**config.mk**
```make
export PLATFORM = sky130hd
export DESIGN_NAME = pvf_mul
export DESIGN_NICKNAME = d
export VERILOG_FILES = /design/src/hdl/pvf_pkg.sv /design/src/hdl/pvf_mul.sv
export SDC_FILE = /design/constraint.sdc
export NUM_CORES = 2
export LEC_CHECK = 0
export BUFFER_PORTS_ARGS = -buffer_cell sky130_fd_sc_hd__buf_2
export CORE_MARGIN = 2
export CORE_UTILIZATION = 50
export CTS_CLUSTER_DIAMETER = 100
export DETAILED_ROUTE_END_ITERATION = 8
export GPL_TIMING_DRIVEN = 0
export PLACE_DENSITY = 0.71
export SYNTH_ARGS = -nofsm -noshare
export SYNTH_HDL_FRONTEND = slang
export SYNTH_SLANG_ARGS = --single-unit
```
**constraint.sdc**
```tcl
create_clock -name clock -period 9.45 [get_ports clock]
set_clock_uncertainty 0.05 [all_clocks]
set_input_delay 1.4175 -clock clock [delete_from_list [all_inputs] [get_ports clock]]
set_output_delay 1.4175 -clock clock [all_outputs]
set_load 0.01 [all_outputs]
```
**src/hdl/pvf_pkg.sv**
```systemverilog
// ----------------------------------------------------------------------------
// pvf_pkg
// Shared constants for the parabola vertex/focus core and its multiplier.
// ----------------------------------------------------------------------------
package pvf_pkg;

   localparam int LIMB_WIDTH  = 32;
   localparam int MUL_LATENCY = 3;

   localparam int CSR_ADDR_WIDTH = 3;
   localparam logic CSR_REG_AXIS_MIN_SQ = 1'b0;

   localparam logic [1:0] STATUS_OK        = 2'd0;
   localparam logic [1:0] STATUS_DEGEN     = 2'd1;
   localparam logic [1:0] STATUS_AT_VERTEX = 2'd2;
   localparam logic [1:0] STATUS_SAT       = 2'd3;

endpackage

```
**src/hdl/pvf_mul.sv**
```systemverilog
// ----------------------------------------------------------------------------
// pvf_mul
// Pipelined unsigned multiplier built from 32x32 limb products, registered as partial products, row sums and final sum.
// ----------------------------------------------------------------------------
module pvf_mul import pvf_pkg::*; #(
   parameter int A_WIDTH = 32,
   parameter int B_WIDTH = 32
) (
   input  logic                       clock,
   input  logic                       enable,
   input  logic [A_WIDTH-1:0]         a,
   input  logic [B_WIDTH-1:0]         b,
   output logic [A_WIDTH+B_WIDTH-1:0] prod
);

   localparam int NA = (A_WIDTH + LIMB_WIDTH - 1) / LIMB_WIDTH;
   localparam int NB = (B_WIDTH + LIMB_WIDTH - 1) / LIMB_WIDTH;
   localparam int PW = A_WIDTH + B_WIDTH;

   logic [NA*LIMB_WIDTH-1:0] a_pad;
   logic [NB*LIMB_WIDTH-1:0] b_pad;
   logic [2*LIMB_WIDTH-1:0]  part_ff [NA][NB];
   logic [PW-1:0]            row_in  [NA];
   logic [PW-1:0]            row_ff  [NA];
   logic [PW-1:0]            prod_in;
   logic [PW-1:0]            prod_ff;

   assign a_pad = (NA*LIMB_WIDTH)'(a);
   assign b_pad = (NB*LIMB_WIDTH)'(b);

   always_comb begin
      for (int i = 0; i < NA; i++) begin
         row_in[i] = '0;
         for (int j = 0; j < NB; j++) begin
            row_in[i] = row_in[i] + (PW'(part_ff[i][j]) << (j*LIMB_WIDTH));
         end
      end
      prod_in = '0;
      for (int i = 0; i < NA; i++) begin
         prod_in = prod_in + (row_ff[i] << (i*LIMB_WIDTH));
      end
   end

   always_ff @(posedge clock) begin
      if (enable) begin
         for (int i = 0; i < NA; i++) begin
            for (int j = 0; j < NB; j++) begin
               part_ff[i][j] <= a_pad[i*LIMB_WIDTH +: LIMB_WIDTH]
                              * b_pad[j*LIMB_WIDTH +: LIMB_WIDTH];
            end
         end
         row_ff  <= row_in;
         prod_ff <= prod_in;
      end
   end

   assign prod = prod_ff;

endmodule

```
== After elaboration in Yosys (flattened, before gate mapping) ==
Memories as Yosys holds them, arrays and structs flattened. A register that Yosys moved wholly into a read port is not among the register bits.
Index checks and enable logic that the tools add are counted.

* Memories kept: 1
* Flip-flop bits (word level): 64
* Memory bits (writable): 64

* Mux-type cells: 2
* $mul: 1

{| class="wikitable"
|+ Memory list
! name !! words !! bits a word !! read ports !! clocked after Yosys merged registers in !! write ports !! line !! text
|-
| part_ff || 1 || 64 || 1 || 1 || 1 || pvf_mul.sv:22 || <nowiki>logic [2*LIMB_WIDTH-1:0] part_ff [NA][NB];</nowiki>
|}

{| class="wikitable"
|+ Operator list
! kind !! count
|-
| $mul A32 B32 Y64 || 1
|-
| $mux W1 || 2
|}

== Longest topological paths before layout ==
* Depth in word-level cells: 2
* Depth in mapped cells: 30

== Worst setup path before layout ==
OpenSTA, ideal clock, no wires.

* Kind: input to register
* Start: input port b[17]
* End: memory part_ff[0][62] (netlist name) (data pin)
* Buffers on the path: 2
* Cell stages on the path: 26
* Arrival: 8,101 ps
* Library setup time: 262 ps
* Required time: 9,138 ps
* Setup slack: 1,037 ps
* Path through: clkbuf_1 and2_1 fa_1 inv_1 fa_1 inv_1 fa_1 inv_1 fa_1 inv_1 fa_1 fa_1 fa_1 fa_1 ha_1 buf_2 a21oi_1 o21ai_1 a2111oi_0 o21bai_1 a221oi_1 o221ai_1 a311o_1 a21oi_1 o21ai_1 xor2_1

* Word-level cells in the longest chain between the ends: 1

{| class="wikitable"
|+ RTL lines
! what !! line !! text
|-
| start, declared || pvf_mul.sv:12 || <nowiki>input logic [B_WIDTH-1:0] b,</nowiki>
|-
| $mul A32 B32 Y64 || pvf_mul.sv:49 || <nowiki>* b_pad[j*LIMB_WIDTH +: LIMB_WIDTH];</nowiki>
|-
| end, declared || pvf_mul.sv:22 ||
|}

Every way passes these cells.

== Worst setup path in the final report ==
* Start: input port a[15]
* End: memory part_ff[0][62] (netlist name) (data pin)

* Word-level cells in the longest chain between the ends: 1

{| class="wikitable"
|+ RTL lines
! what !! line !! text
|-
| start, declared || pvf_mul.sv:11 || <nowiki>input logic [A_WIDTH-1:0] a,</nowiki>
|-
| $mul A32 B32 Y64 || pvf_mul.sv:49 ||
|}

Every way passes these cells.

==> impl_metrics.yaml <==
min_path:
  hold_path.class: "flop to flop"
yosys:
  yosysSeqAreaShare: 0.148
  synthArstFlopShare: 0
  ys_types: 56
  synthFlopType: "edfxtp_1"
  syn_inst: 3879
  synth_warnings: 0
  synth_seq_cells: 192
  synth-edff-count: 192
  synth.avg_cell_area_um2: 10.1
  syn_area_um2: 39100
  synth_nets: 5104
floorplan:
  core_um2: 77500
  die-area_um2: 80400
  ios: 130
  fp-row-count: 102
  start_util: 0.504
  die_h_um: 284
  die_w_um: 284
route:
  drt-initial-drc-count: 2824
  drc: 0
  ant_nets: 0
  routed_wl_um: 126000
  vias_per_cell: 5.53
  wl_per_cell_um: 24.8
  firstDrtPassIters: 6
  vias: 28100
sta:
  hold_violations: 0
  timing.fmax_mhz: 108
  slew_headroom: 0.230
  finalMaxSlewViolations: 0
  min_period_ps: 9240
  setup_viol: 0
  period_share: 0.978
  worst_pin_slew_ps: 1160
placement:
  dp_cells: 5049
  numPortBuffers: 129
  hpwl_um: 107000
  gp_congestion: 0.997
setup_path:
  crit_path_max_incr_delay_ps: 610
  critPathArrivalTime_ps: 9370
  critPathMaxFanout: 10
  required_ps: 9580
  worst-path-buf-inv: 5
  end_kind: "flop"
  critPathTopFamily: "adder cells"
  startpoint_type: "input port"
  cpMostUsedCell: "fa_1"
  cp_slowest_cell: "fa_1"
  worstSetupPathType: "input port to flop"
status:
  outcome: "complete, no violations"
clock_network:
  clk_latency_ps: 430
  clk_pin_slew_ps: 70
  cts_tree: "built"
  cts_buffer_depth: 2
  cts_max_level: 4
  post_cts_buffers: 0
  cts_root_buf: "clkbuf_16"
  cts_buffers: 17
  clkSinkCount: 192
cells_and_area:
  drive_gt1_frac: 0.0599
  final_cell_mix: "fa_1, inv_1, and2_1, nand2_1, ha_1"
  area_growth_pct: 6.82
  fin_cells: 5084
  final_nets: 5253
  fin_util: 0.539
  final_common_cell: "fa_1"
grt:
  grt_max_degree: 139
  grt_usage: 0.318
  antenna_found_initial: 14
  gr-total-overflow: 0
  first_global_vias: 29300
  grt_pass1_wl_um: 187000
flow_run:
  maxCapViolations: 0
flip-flops by register name (all words and copies together), names as in the netlist:
register	flops
part_ff	64
prod	64
row_ff	64
worst paths after layout:
path	start	endpoint	slack [ps]	depth (start not counted)
max	a[15]	part_ff[0][62]$_DFFE_PP_	210	25
min	part_ff[0][23]$_DFFE_PP_	row_ff[23]$_DFFE_PP_	360	0
max reg2reg	part_ff[0][47]$_DFFE_PP_	row_ff[47]$_DFFE_PP_	8740	0
min reg2reg	part_ff[0][23]$_DFFE_PP_	row_ff[23]$_DFFE_PP_	360	0
layer usage:
layer	share of wire	vias to the layer above	GRT usage
met1	0.37	14500	0.419
met2	0.46	1583	0.512
met4	0.054	8	0.131
met3	0.11	339	0.0712
li1	-	11700	-
met5	0.00040	-	0
synthesized netlist by cell type, types with 26 or more instances:
| master | number | area [µm²] |
|---|---|---|
| nand2_1 | 468 | 1760 |
| a21oi_1 | 73 | 365 |
| fa_1 | 896 | 17900 |
| clkbuf_1 | 211 | 792 |
| inv_1 | 862 | 3240 |
| ha_1 | 263 | 3290 |
| nor2_1 | 31 | 116 |
| xnor2_1 | 37 | 324 |
| xor2_1 | 26 | 228 |
| o21ai_0 | 30 | 150 |
| a21o_1 | 32 | 240 |
| edfxtp_1 | 192 | 5770 |
| and2_1 | 601 | 3760 |
cell families (layout without fill, tap and decap cells):
| family | count (synthesis) | count (layout) | synth area share |
|---|---|---|---|
| compound gates | 206 | 206 | 0.0346 |
| other cells | 0 | 5 | 0 |
| simple gates | 1173 | 1173 | 0.156 |
| fa+ha+maj | 1159 | 1159 | 0.543 |
| xor+xnor | 63 | 63 | 0.0141 |
| flops | 192 | 192 | 0.148 |
| buf+inv | 1086 | 1246 | 0.105 |
per-stage QoR:
stage	TNS, ps	instance area, µm²	hold WS (ps)	setup WS, ps
3_5_place_dp	-3520	41100	355	-610
6_report	0	41700	365	205
5_1_grt	-1.44	41700	370	-1.44
2_1_floorplan	0	39100	350	1040
4_1_cts	0	41600	364	21.3
3_3_place_gp	-2710	41000	351	-577
cell type report:
class	instances	area (µm²)
flip-flops and latches	192	5770
plain buffers	224	948
inverters	862	3240
repair buffers	130	683
fillers	6995	35700
diodes	5	12.5
multi-input cells	2601	29200
clock buffers	18	429
well taps	1040	1300
clock inverters	12	135
repair_timing:
| item | CTS | global route |
|---|---|---|
| resized for setup | 6 | 129 |
| setup endpoints to repair | 2 | 10 |
| hold buffers | 0 | 0 |
Power is not shown: default switching activity piles up to over one toggle a cycle in this logic, so the estimate is an artifact.
